<file path="src/sv/srrw_pkg.sv">
// shared types and constants of the selective-repeat receive window
// no dependencies
`timescale 1ns / 1ps

package srrw_pkg;

	// field widths
	localparam int OFF_W = 31;
	localparam int CNT_W = 11;

	// default geometry
	localparam int WINDOW_SLOTS_DEF  = 32;
	localparam int SEGMENT_BYTES_DEF = 1024;

	typedef logic [OFF_W-1:0] off_t;
	typedef logic [CNT_W-1:0] cnt_t;

	// input mode codes
	localparam logic MODE_ARRIVAL = 1'b0;
	localparam logic MODE_SCAN    = 1'b1;

	// descriptor kind codes
	localparam logic KIND_REQUEST = 1'b0;
	localparam logic KIND_RELEASE = 1'b1;

	// one descriptor without its last flag
	typedef struct packed {
		logic kind;
		off_t byte_offset;
		cnt_t byte_count;
	} res_t;

	// sequencer to output stage
	typedef struct packed {
		logic push;
		logic flush;
		res_t res;
	} out_ctrl_t;

endpackage

</file>
<file path="src/sv/srrw_intf.sv">
// channel interfaces: input items, result descriptors, configuration writes
// depends on srrw_pkg
`timescale 1ns / 1ps

interface srrw_item_if;
	logic              valid;
	logic              ready;
	logic              mode;
	srrw_pkg::off_t    segment_offset;

	modport source (output valid, output mode, output segment_offset, input ready);
	modport sink (input valid, input mode, input segment_offset, output ready);
endinterface

interface srrw_result_if;
	logic              valid;
	logic              ready;
	logic              kind;
	srrw_pkg::off_t    byte_offset;
	srrw_pkg::cnt_t    byte_count;
	logic              last;

	modport source (output valid, output kind, output byte_offset, output byte_count,
		output last, input ready);
	modport sink (input valid, input kind, input byte_offset, input byte_count,
		input last, output ready);
endinterface

interface srrw_cfg_if;
	logic              valid;
	logic              ready;
	srrw_pkg::off_t    file_size;

	modport source (output valid, output file_size, input ready);
	modport sink (input valid, input file_size, output ready);
endinterface

</file>
<file path="src/sv/srrw_sub.sv">
// shared subtract and compare unit of the window sequencer
// depends on srrw_pkg
`timescale 1ns / 1ps

module srrw_sub (
	input  srrw_pkg::off_t a,
	input  srrw_pkg::off_t b,
	output srrw_pkg::off_t diff,
	output logic           lt
);

	// borrow out of the subtraction flags a below b
	assign {lt, diff} = {1'b0, a} - {1'b0, b};

endmodule

</file>
<file path="src/sv/srrw_out.sv">
// output stage: holds one descriptor back until the next one or the end
// of the item is known, so the last flag can be set; then an output register
// depends on srrw_pkg, srrw_intf
`timescale 1ns / 1ps

module srrw_out (
	input  logic                clk,
	input  logic                arst_n,
	input  srrw_pkg::out_ctrl_t ctrl,
	output logic                step_ok,
	srrw_result_if.source       result
);

	logic           pend_valid_q;
	srrw_pkg::res_t pend_q;
	logic           out_valid_q;
	srrw_pkg::res_t out_q;
	logic           out_last_q;

	// a step may go ahead when the held descriptor has somewhere to go
	assign step_ok = !pend_valid_q || !out_valid_q || result.ready;

	// valid flags
	always_ff @(posedge clk or negedge arst_n) begin
		if (!arst_n) begin
			pend_valid_q <= 1'b0;
			out_valid_q  <= 1'b0;
		end else if (ctrl.push) begin
			pend_valid_q <= 1'b1;
			if (pend_valid_q) begin
				out_valid_q <= 1'b1;
			end else if (result.ready) begin
				out_valid_q <= 1'b0;
			end
		end else if (ctrl.flush && pend_valid_q) begin
			pend_valid_q <= 1'b0;
			out_valid_q  <= 1'b1;
		end else if (result.ready) begin
			out_valid_q <= 1'b0;
		end
	end

	// payload moves
	always_ff @(posedge clk) begin
		if (ctrl.push) begin
			pend_q <= ctrl.res;
			if (pend_valid_q) begin
				out_q      <= pend_q;
				out_last_q <= 1'b0;
			end
		end else if (ctrl.flush && pend_valid_q) begin
			out_q      <= pend_q;
			out_last_q <= 1'b1;
		end
	end

	assign result.valid       = out_valid_q;
	assign result.kind        = out_q.kind;
	assign result.byte_offset = out_q.byte_offset;
	assign result.byte_count  = out_q.byte_count;
	assign result.last        = out_last_q;

endmodule

</file>
<file path="src/sv/selective_repeat_receive_window_core.sv">
// Selective-repeat receive window core.
// Channels: item (mode, segment_offset) in, result descriptors out, cfg writes
// file_size. All use valid/ready; a transfer happens when both are high.
// An arrival marks its segment in a ring of WINDOW_SLOTS received flags and
// releases every contiguous received segment at the window base (kind 1).
// A scan emits a request (kind 0) for each missing segment in the window.
// The last descriptor of an item carries last = 1; an item may emit none.
// Timing: the block takes one item at a time (item.ready only when idle).
// An arrival finds its slot index by repeated subtraction of the segment
// size on the shared subtractor, once for each segment between the written
// point and the offset, then marks the slot and makes its releases. A scan
// steps through up to WINDOW_SLOTS slots, one slot per cycle while the output
// stage can take a step. Stale or out-of-window arrivals finish with no descriptor.
// One descriptor is held back so the last flag is known; the output register
// lets the result side stall while the sequencer keeps going, and a stalled
// result side holds the sequencer only when both are full.
// Reset clears the ring, the base, the written count and file_size. Config
// writes are taken at any time, meant while idle.
// depends on srrw_pkg, srrw_intf, srrw_sub, srrw_out
`timescale 1ns / 1ps

module selective_repeat_receive_window_core #(
	parameter int WINDOW_SLOTS  = srrw_pkg::WINDOW_SLOTS_DEF,
	parameter int SEGMENT_BYTES = srrw_pkg::SEGMENT_BYTES_DEF
) (
	input  logic          clk,
	input  logic          arst_n,
	srrw_item_if.sink     item,
	srrw_result_if.source result,
	srrw_cfg_if.sink      cfg
);

	localparam int SLOT_W    = $clog2(WINDOW_SLOTS);
	localparam int WIN_BYTES = WINDOW_SLOTS * SEGMENT_BYTES;
	localparam int DIFF_W    = $clog2(WIN_BYTES);
	localparam int DONE_W    = $clog2(WIN_BYTES + 1);

	localparam srrw_pkg::off_t    SEG_C     = srrw_pkg::off_t'(SEGMENT_BYTES);
	localparam srrw_pkg::off_t    WIN_C     = srrw_pkg::off_t'(WIN_BYTES);
	localparam logic [SLOT_W:0]   SLOTS_C   = (SLOT_W + 1)'(WINDOW_SLOTS);
	localparam logic [SLOT_W-1:0] LAST_SLOT = SLOT_W'(WINDOW_SLOTS - 1);
	localparam logic [SLOT_W-1:0] ONE_SLOT  = SLOT_W'(1);
	localparam logic [DONE_W-1:0] SEG_D     = DONE_W'(SEGMENT_BYTES);

	typedef enum logic [2:0] {
		ST_IDLE,
		ST_ARR_CHK,
		ST_ARR_DIV,
		ST_DRAIN,
		ST_SCAN_INIT,
		ST_SCAN,
		ST_FINISH
	} state_t;

	state_t                   state_q;
	srrw_pkg::off_t           fs_q;
	srrw_pkg::off_t           bw_q;
	logic [SLOT_W-1:0]        base_q;
	logic [WINDOW_SLOTS-1:0]  map_q;

	srrw_pkg::off_t           off_q;
	logic [DIFF_W-1:0]        diff_q;
	logic [SLOT_W-1:0]        idx_q;
	srrw_pkg::off_t           rem_q;
	logic [DONE_W-1:0]        done_q;
	logic [SLOT_W-1:0]        ptr_q;
	logic [SLOT_W-1:0]        cnt_i_q;

	srrw_pkg::off_t           sub_a;
	srrw_pkg::off_t           sub_b;
	srrw_pkg::off_t           sub_diff;
	logic                     sub_lt;
	logic                     left_zero;
	srrw_pkg::off_t           seg_cnt;
	logic [SLOT_W-1:0]        rd_addr;
	logic                     map_bit;
	logic [SLOT_W:0]          slot_sum;
	logic [SLOT_W-1:0]        slot;
	logic [SLOT_W-1:0]        base_inc;
	logic [SLOT_W-1:0]        ptr_inc;
	logic                     step_ok;
	srrw_pkg::out_ctrl_t      octrl;

	// operand select for the shared subtractor
	always_comb begin
		sub_a = fs_q;
		sub_b = bw_q;
		unique case (state_q)
			ST_ARR_CHK: begin
				sub_a = off_q;
				sub_b = bw_q;
			end
			ST_ARR_DIV: begin
				sub_a = srrw_pkg::off_t'(diff_q);
				sub_b = SEG_C;
			end
			ST_SCAN: begin
				sub_a = rem_q;
				sub_b = srrw_pkg::off_t'(done_q);
			end
			default: begin
				sub_a = fs_q;
				sub_b = bw_q;
			end
		endcase
	end

	srrw_sub u_sub (
		.a    (sub_a),
		.b    (sub_b),
		.diff (sub_diff),
		.lt   (sub_lt)
	);

	// remaining bytes, saturated, and the size of the segment they start
	assign left_zero = sub_lt || (sub_diff == '0);
	assign seg_cnt   = (sub_diff < SEG_C) ? sub_diff : SEG_C;

	// single read port into the received marks
	assign rd_addr = (state_q == ST_SCAN) ? ptr_q : base_q;
	assign map_bit = map_q[rd_addr];

	// ring arithmetic
	assign slot_sum = {1'b0, base_q} + {1'b0, idx_q};
	assign slot     = (slot_sum >= SLOTS_C) ? SLOT_W'(slot_sum - SLOTS_C) : slot_sum[SLOT_W-1:0];
	assign base_inc = (base_q == LAST_SLOT) ? '0 : base_q + ONE_SLOT;
	assign ptr_inc  = (ptr_q == LAST_SLOT) ? '0 : ptr_q + ONE_SLOT;

	// descriptor to the output stage
	always_comb begin
		octrl.push            = 1'b0;
		octrl.flush           = 1'b0;
		octrl.res.kind        = srrw_pkg::KIND_REQUEST;
		octrl.res.byte_offset = bw_q + srrw_pkg::off_t'(done_q);
		octrl.res.byte_count  = seg_cnt[srrw_pkg::CNT_W-1:0];
		unique case (state_q)
			ST_DRAIN: begin
				octrl.res.kind        = srrw_pkg::KIND_RELEASE;
				octrl.res.byte_offset = bw_q;
				octrl.push            = step_ok && map_bit && !left_zero;
			end
			ST_SCAN: begin
				octrl.push = step_ok && !map_bit && !left_zero;
			end
			ST_FINISH: begin
				octrl.flush = step_ok;
			end
			default: begin
				octrl.push = 1'b0;
			end
		endcase
	end

	srrw_out u_out (
		.clk     (clk),
		.arst_n  (arst_n),
		.ctrl    (octrl),
		.step_ok (step_ok),
		.result  (result)
	);

	// sequencer and window state
	always_ff @(posedge clk or negedge arst_n) begin
		if (!arst_n) begin
			state_q <= ST_IDLE;
			fs_q    <= '0;
			bw_q    <= '0;
			base_q  <= '0;
			map_q   <= '0;
		end else begin
			if (cfg.valid) begin
				fs_q <= cfg.file_size;
			end
			unique case (state_q)
				ST_IDLE: begin
					if (item.valid) begin
						state_q <= (item.mode == srrw_pkg::MODE_SCAN) ? ST_SCAN_INIT : ST_ARR_CHK;
					end
				end
				ST_ARR_CHK: begin
					// stale or beyond the window: nothing to do
					if (sub_lt || sub_diff >= WIN_C) begin
						state_q <= ST_FINISH;
					end else begin
						state_q <= ST_ARR_DIV;
					end
				end
				ST_ARR_DIV: begin
					if (sub_lt) begin
						map_q[slot] <= 1'b1;
						state_q     <= ST_DRAIN;
					end
				end
				ST_DRAIN: begin
					if (step_ok) begin
						if (left_zero || !map_bit) begin
							state_q <= ST_FINISH;
						end else begin
							bw_q          <= bw_q + seg_cnt;
							map_q[base_q] <= 1'b0;
							base_q        <= base_inc;
						end
					end
				end
				ST_SCAN_INIT: begin
					state_q <= ST_SCAN;
				end
				ST_SCAN: begin
					if (step_ok && (left_zero || cnt_i_q == LAST_SLOT)) begin
						state_q <= ST_FINISH;
					end
				end
				ST_FINISH: begin
					if (step_ok) begin
						state_q <= ST_IDLE;
					end
				end
				default: begin
					state_q <= ST_IDLE;
				end
			endcase
		end
	end

	// per-item working registers
	always_ff @(posedge clk) begin
		case (state_q)
			ST_IDLE: begin
				off_q <= item.segment_offset;
			end
			ST_ARR_CHK: begin
				diff_q <= sub_diff[DIFF_W-1:0];
				idx_q  <= '0;
			end
			ST_ARR_DIV: begin
				if (!sub_lt) begin
					diff_q <= sub_diff[DIFF_W-1:0];
					idx_q  <= idx_q + ONE_SLOT;
				end
			end
			ST_SCAN_INIT: begin
				rem_q   <= sub_lt ? '0 : sub_diff;
				done_q  <= '0;
				ptr_q   <= base_q;
				cnt_i_q <= '0;
			end
			ST_SCAN: begin
				if (step_ok) begin
					done_q  <= done_q + SEG_D;
					ptr_q   <= ptr_inc;
					cnt_i_q <= cnt_i_q + ONE_SLOT;
				end
			end
			default: begin
				off_q <= off_q;
			end
		endcase
	end

	assign item.ready = (state_q == ST_IDLE);
	assign cfg.ready  = 1'b1;

endmodule

</file>
<file path="src/flat_wrapper.sv">
// flat-port wrapper written by rule: the top's interface ports become plain ports
module selective_repeat_receive_window_core_flat 
#(
	parameter int WINDOW_SLOTS  = srrw_pkg::WINDOW_SLOTS_DEF,
	parameter int SEGMENT_BYTES = srrw_pkg::SEGMENT_BYTES_DEF
)
  (clk, arst_n, item_valid, item_mode, item_segment_offset, item_ready, result_valid, result_kind, result_byte_offset, result_byte_count, result_last, result_ready, cfg_valid, cfg_file_size, cfg_ready);
  srrw_item_if item_i ();
  srrw_result_if result_i ();
  srrw_cfg_if cfg_i ();
  input  logic clk;
  input  logic arst_n;
  input wire logic [$bits(item_i.valid)-1:0] item_valid;
  input wire logic [$bits(item_i.mode)-1:0] item_mode;
  input wire logic [$bits(item_i.segment_offset)-1:0] item_segment_offset;
  output wire logic [$bits(item_i.ready)-1:0] item_ready;
  output wire logic [$bits(result_i.valid)-1:0] result_valid;
  output wire logic [$bits(result_i.kind)-1:0] result_kind;
  output wire logic [$bits(result_i.byte_offset)-1:0] result_byte_offset;
  output wire logic [$bits(result_i.byte_count)-1:0] result_byte_count;
  output wire logic [$bits(result_i.last)-1:0] result_last;
  input wire logic [$bits(result_i.ready)-1:0] result_ready;
  input wire logic [$bits(cfg_i.valid)-1:0] cfg_valid;
  input wire logic [$bits(cfg_i.file_size)-1:0] cfg_file_size;
  output wire logic [$bits(cfg_i.ready)-1:0] cfg_ready;
  assign item_i.valid = item_valid;
  assign item_i.mode = item_mode;
  assign item_i.segment_offset = item_segment_offset;
  assign item_ready = item_i.ready;
  assign result_valid = result_i.valid;
  assign result_kind = result_i.kind;
  assign result_byte_offset = result_i.byte_offset;
  assign result_byte_count = result_i.byte_count;
  assign result_last = result_i.last;
  assign result_i.ready = result_ready;
  assign cfg_i.valid = cfg_valid;
  assign cfg_i.file_size = cfg_file_size;
  assign cfg_ready = cfg_i.ready;
  selective_repeat_receive_window_core #(.WINDOW_SLOTS(WINDOW_SLOTS), .SEGMENT_BYTES(SEGMENT_BYTES)) u_core (.clk(clk), .arst_n(arst_n), .item(item_i), .result(result_i), .cfg(cfg_i));
endmodule
</file>
<file path="config.mk">
export PLATFORM = sky130hd
export DESIGN_NAME = selective_repeat_receive_window_core_flat
export DESIGN_NICKNAME = d
export VERILOG_FILES = /design/src/sv/srrw_pkg.sv /design/src/sv/srrw_intf.sv /design/src/sv/srrw_sub.sv /design/src/sv/srrw_out.sv /design/src/sv/selective_repeat_receive_window_core.sv /design/src/flat_wrapper.sv
export SDC_FILE = /design/constraint.sdc
export NUM_CORES = 1
export LEC_CHECK = 0
export BUFFER_PORTS_ARGS = -buffer_cell sky130_fd_sc_hd__buf_4
export CORE_ASPECT_RATIO = 1.2
export CORE_UTILIZATION = 55
export DETAILED_ROUTE_END_ITERATION = 6
export MAX_ROUTING_LAYER = met4
export PLACE_DENSITY = 0.85
export REMOVE_ABC_BUFFERS = 1
export SYNTH_ARGS = -nofsm -noshare
export SYNTH_HDL_FRONTEND = slang
export SYNTH_HIERARCHICAL = 1
export SYNTH_SLANG_ARGS = --single-unit
</file>
<file path="constraint.sdc">
create_clock -name clk -period 7.7 [get_ports clk]
set_input_delay 1.155 -clock clk [delete_from_list [all_inputs] [get_ports clk]]
set_output_delay 1.155 -clock clk [all_outputs]
set_load 0.1 [all_outputs]
</file>
Yosys cells after proc, flatten, opt, wreduce, memory -nomap -nowiden
Cells that the tools add are included.
{ "word_totals": {"register_bits": 299, "input_bits": 68, "output_inout_bits": 47, "wordCells": 143} }
{ "classes": {"n_addsub": 10, "order_cmp": 8, "eq_ne": 19, "muxes": 51, "bitwise": 4, "reduce_logical": 30} }
{ "ops": {"columns": ["operator", "n"], "rows": [
  ["2-to-1 mux 43 bit", 3],
  ["2-to-1 mux 32 bit", 4],
  ["case mux 31 bit (3 select lines)", 1],
  ["case mux 32 bit (2 select lines)", 1],
  ["case mux 31 bit (2 select lines)", 1],
  ["2-to-1 mux 5 bit", 7],
  ["AND 32 bit", 1],
  ["inverter 32 bit", 1],
  ["OR 32 bit", 1],
  ["case mux 16 bit (2 select lines)", 1],
  ["subtractor 31 x 31 -> 32 bit", 1],
  ["adder 31 x 16 -> 31 bit", 1],
  ["adder 31 bit", 1],
  ["greater-or-equal comparator 31 x 16 -> 1 bit, second input constant", 1],
  ["logical NOT 31 bit", 1],
  ["< comparator 31 x 11 -> 1 bit, second input constant", 1],
  ["2-to-1 mux 31 bit", 1],
  ["case mux 15 bit (2 select lines)", 1],
  ["case mux 5 bit (2 select lines)", 3],
  ["2-to-1 mux 3 bit", 8],
  ["case mux 3 bit (7 select lines)", 1],
  ["adder 5 x 1 -> 5 bit, second input constant", 4],
  ["< comparator 5 x 6 -> 1 bit, second input constant", 3],
  ["adder 16 x 11 -> 16 bit, second input constant", 1],
  ["26 further kinds", 73]
]} }

Longest topological paths before layout
{ "depth": {"ltp_word": 10, "mapped_depth": 33, "depth_no_buf": 29} }

Hierarchy
Netlist, hierarchy kept.
{ "modules_own_cells": {"columns": ["module", "n_inst", "cells_per_inst", "area_per_inst_um2", "seq_area_each_um2"], "rows": [
  ["selective_repeat_receive_window_core", 1, 1160, 11832.6, 5495.3],
  ["srrw_out", 1, 96, 2698.8, 2662.6],
  ["srrw_sub", 1, 278, 1879.3, 0.0]
]} }

Worst setup path before layout
No wires, ideal clock.
{ "synth_path": {"path_type": "reg2reg", "start": "reg u_core.state_q[2]", "end": "reg u_core.u_out.out_q (netlist bit u_core/u_out/result.byte_count[0]) (enable)", "setup_ps": 405, "arrival_ps": 7203, "required_ps": 7295, "slack_ps": 91, "path_stages_with_launch": 25, "n_path_buf": 3, "period_less_slack_ps": 7609, "cell_sequence": "dfrtp_1 buf_4 clkbuf_1 buf_1 mux2i_1 nand2_1 o21ai_0 o21ai_0 inv_1 ha_1 fa_1 and2b_1 o211ai_2 a211o_1 a21oi_4 a21oi_2 o31ai_2 xor2_1 nor4_1 nand4_1 nor3_1 a31oi_1 nand2_1 nor2_1 o21a_1"} }
{ "synth_lines": {"columns": ["item", "line_no", "rtl"], "rows": [
  ["start: declaration", "selective_repeat_receive_window_core.sv:55", "state_t state_q;"],
  ["start signal: assignment", "selective_repeat_receive_window_core.sv:177", "state_q <= (item.mode == srrw_pkg::MODE_SCAN) ? ST_SCAN_INIT : ST_ARR_CHK;"],
  ["end signal: assignment", "srrw_out.sv:48", "out_q <= pend_q;"],
  ["end signal: assignment", "srrw_out.sv:52", "out_q <= pend_q;"],
  ["end: declaration", "srrw_out.sv:17", "srrw_pkg::res_t out_q;"]
]} }

==> run summary <==
In this run the cell area of the synthesized design comes to approximately 16,000 µm². The worst setup path is captured at a flip-flop. The worst path needs 7166 ps of the cycle, external delays included.

Each instance of the synthesized netlist takes up on average approximately 11 µm². The gate count of the mapped netlist is between 1,500 and 2,000. The vias after detailed routing is 12,280.

The count of antenna-violating nets left after detailed routing came out at 0. The layout cell share with drive strength beyond 1 is 0.1617. The number of placed instances with taps included is 1,997.

The count of hold buffers inserted by post-cts repair came out at 0. The number of global-route vias before repair is around 12,000. In the global route stage, met3 resource usage came out at 0.02799.

The number of buffers created by CTS is 31. The die is roughly 160 µm wide. The number of slew-limit violations in the final report came out at 0.

For this run, the number of Yosys warnings is 6. Once layout is complete, the cells apart from fillers number about 2,000. In this run the post-CTS setup repair buffer count came out at 0.

The required time reported for the critical path endpoint came out at slightly above 8000 ps. The sequential-to-total area share from yosys stat came out at 0.4971. The core area came out at slightly below 30,000 µm². The arrival time at the worst endpoint came out at about 7600 ps.

For this block, the routed nets add up to slightly above 40 mm of wire. The met2 track demand over resource is 0.4837. During I/O placement, the number of pins put on the boundary was 115. The repair_antennas step left the layout with diodes totalling 0. The area growth from synthesis to layout came out at 13.91%. The final RePlAce weighted congestion came out at ~0.96. The category of the worst setup path launch point is a flip-flop. The slew at the pin closest to its max-slew limit came out at 1364 ps. The final hold violation count is 0. The sequential standard cell area is approximately 8200 µm². The wire length per cell after detailed routing came out at ~20 µm.

The clock latency at the later pin of the worst-skew pair came out at about 570 ps. The maximum clock frequency came out at 139.5 MHz. The largest net degree at the start of global routing came out at 78.

For this run, design rule violations remaining after detail routing come to 0. The post-route clock skew is 23.78 ps. Setup total negative slack on the finished layout was measured at 0 ps. In this run the tool buffered the top-level ports with ~110 buffer cells. Dividing the final minimum period by the clock period gives 0.9307.

The total die area is 30,540 µm². The total iterations of the first detailed-routing run is 5. Once detailed placement completed, the half-perimeter wirelength came to 29.23 mm. The share of synthesized flip-flops with an asynchronous set or reset came out at 0.3599. The clock tree root driver cell is clkbuf_16.

The final net count is between 1,500 and 2,000. In this run the vertical extent of the chip is between 150 and 200 µm. The worst max-slew margin expressed relative to the limit came out at 0.09041. In the final layout, the multi-input gates occupy just under 8000 µm². The number of max-cap violations is 0. The number of fill cells in the layout is about 2,200. Clock tree synthesis found a total of roughly 290 sinks. The initial antenna violation count is 0. The clock transition time at the flip-flop clock pins of the worst setup and hold paths came out at ~60 ps. Counting distinct cell types in the post-synthesis netlist gives 86.

The per-cell via count in the routed design came out at between 5 and 6. The global-route wire length before repair is approximately 63 mm. The number of enable flip-flop cells after synthesis came out at approximately 190. The all-layer global routing usage came out at 0.2703. The met1 usage came out at 0.2958. The peak-usage layer in the global routing report is met2. In this run the number of H-tree levels came out at 1. The flip-flop and latch count after synthesis came out at around 290.

In this run the deepest clock path goes through 3 buffers. The starting utilization of the core area came out at 0.5656. The total of endpoints with negative setup slack in the final report is 0. The total number of placement rows came out at 68. The sum of overflow across all layers after global routing is 0. The kind of critical path is flip-flop to flip-flop.

The number of DRC markers in iteration 0 came out at 898. The TritonCTS clock tree is built. Of all nets on the critical path, the largest fanout is 30. Setup repair after global routing left no endpoint under its margin. Hold timing on the final database bottoms out at a slack of 416.2 ps. The path class of the tightest hold or removal check is flip-flop to flip-flop. The run finished with clean final reports.

For this run, the leading register cell type out of synthesis is edfxtp_1.
-- Yosys cell counts, drive strengths merged (14+ instances only) --
library cell,count,area [µm²]
nand2,137,514.2
a21oi,94,496.7
dfrtp,104,2603
or3,19,118.9
edfxtp,185,5555
mux2i,32,349.1
a21o,21,157.7
o22ai,17,106.4
ha,82,1026
nor2b,42,262.8
mux2,51,578.1
inv,70,262.8
o211ai,19,147.6
nand4,14,93.84
nor2,64,240.2
o21ai,106,534.3
buf,29,162.7
nor3,18,95.09
and3,41,261.5
nand3,67,335.3
o2bb2ai,24,210.2
xnor2,50,437.9
xor2,38,332.8
clkbuf,44,166.4
and2,19,118.9
-- logic make-up after synthesis --
group           synth area share
other cells            0.0004576
xor+xnor                 0.04697
flops                     0.4971
buf+inv                  0.03606
mux                      0.05650
fa+ha+maj                0.06740
simple gates              0.1444
compound gates            0.1511
-- path summary, 6_finish.rpt --
| path | startpoint | end | slack (ps) | depth (start not counted) |
|---|---|---|---|---|
| max reg2reg | u_core/state_q[2] | u_core/bw_q[18] | 530 | 27 |
| max in group asynchronous | arst_n | u_core/fs_q[28] | 5820 | 2 |
| min | u_core/u_out/pend_q[6] | u_core/u_out/result.byte_count[6] | 420 | 0 |
| min in group asynchronous | arst_n | u_core/u_out/pend_valid_q | 580 | 1 |
| max | u_core/state_q[2] | u_core/bw_q[18] | 530 | 27 |
| min reg2reg | u_core/u_out/pend_q[6] | u_core/u_out/result.byte_count[6] | 420 | 0 |
-- repair_timing --
| item | in CTS | in global routing |
|---|---|---|
| endpoints found under the hold margin | 0 | 0 |
| gates resized for setup | 0 | 1 |
| endpoints found under the setup margin | 0 | 1 |
-- critical path: stages (launching register included) --
cell       delay [ps]
dfrtp_2           580
buf_4             440
or2_2             390
nand2_1           100
a21oi_1           260
ha_1              350
a2111oi_2         430
o211ai_1          150
o211a_1           180
a41o_1            260
a21oi_2           190
o31ai_2            90
xor2_1            160
nor4_1            310
nand4_1           260
nor3_1            250
buf_4             210
and2_1            180
ha_1              320
a21o_1            230
a311oi_1          270
nor2_1            130
or2_2             360
a31oi_1           240
a21oi_1           160
nor4b_1           320
a21oi_1            80
a31oi_1           190
-- metrics by stage --
| stage | util | worst slack, ps | area (µm²) |
|---|---|---|---|
| 3_3_place_gp | 0.6093 | 683.1 | 17680 |
| 6_report | 0.6443 | 533.5 | 18690 |
| 3_5_place_dp | 0.6093 | 632.7 | 17680 |
| 4_1_cts | 0.6443 | 562.5 | 18690 |
| 5_1_grt | 0.6443 | 2.364 | 18690 |
| 2_1_floorplan | - | -1676 | 16150 |
-- routing by layer --
| metal | share of wire | wire length (µm) |
|---|---|---|
| met1 | 0.38 | 15160 |
| met4 | 0.055 | 2228 |
| met2 | 0.52 | 20970 |
| met5 | 0 | 0 |
| met3 | 0.047 | 1888 |
-- flip-flops by register name (all words and copies together), names as in the netlist, 6 cells and up --
signal                           flops
u_core/u_out/pend_q                 43
u_core/map_q                        32
u_core/bw_q                         31
u_core/fs_q                         31
u_core/off_q                        31
u_core/rem_q                        31
u_core/u_out/result.byte_offset     31
u_core/diff_q                       15
u_core/u_out/result.byte_count      11
u_core/done_q                        6
-- layout by cell type (no fill, tap or decap), types with 15 or more instances in the layout --
master | synthesis | routed
ha_1 | 82 | 82
mux2i_1 | 29 | 29
o211ai_1 | 18 | 18
nor2b_1 | 42 | 42
nor3_1 | 17 | 15
buf_4 | 6 | 132
conb_1 | 2 | 20
dfrtp_1 | 104 | 101
xor2_1 | 38 | 38
nand2_1 | 137 | 137
and3_1 | 40 | 40
edfxtp_1 | 185 | 185
o22ai_1 | 17 | 17
nand3_1 | 67 | 67
o2bb2ai_1 | 24 | 24
or3_1 | 19 | 19
and2_1 | 19 | 19
o21ai_0 | 102 | 101
xnor2_1 | 50 | 50
inv_1 | 70 | 70
a21oi_1 | 89 | 88
a21o_1 | 21 | 21
mux2_2 | 49 | 49
nor2_1 | 64 | 63
clkbuf_16 | 0 | 31
-- final cells by class --
type	instances	share of cell area
clock buffer	38	0.04344
tap	385	0.02577
multi-input combinational	1120	0.4151
clock inverter	20	0.01098
timing repair buffer	133	0.05408
inverter	70	0.01406
sequential	289	0.4366
Power is left out: the tool's default activity adds up to more than one toggle a clock period on the data nets, which glitch-free logic cannot reach.
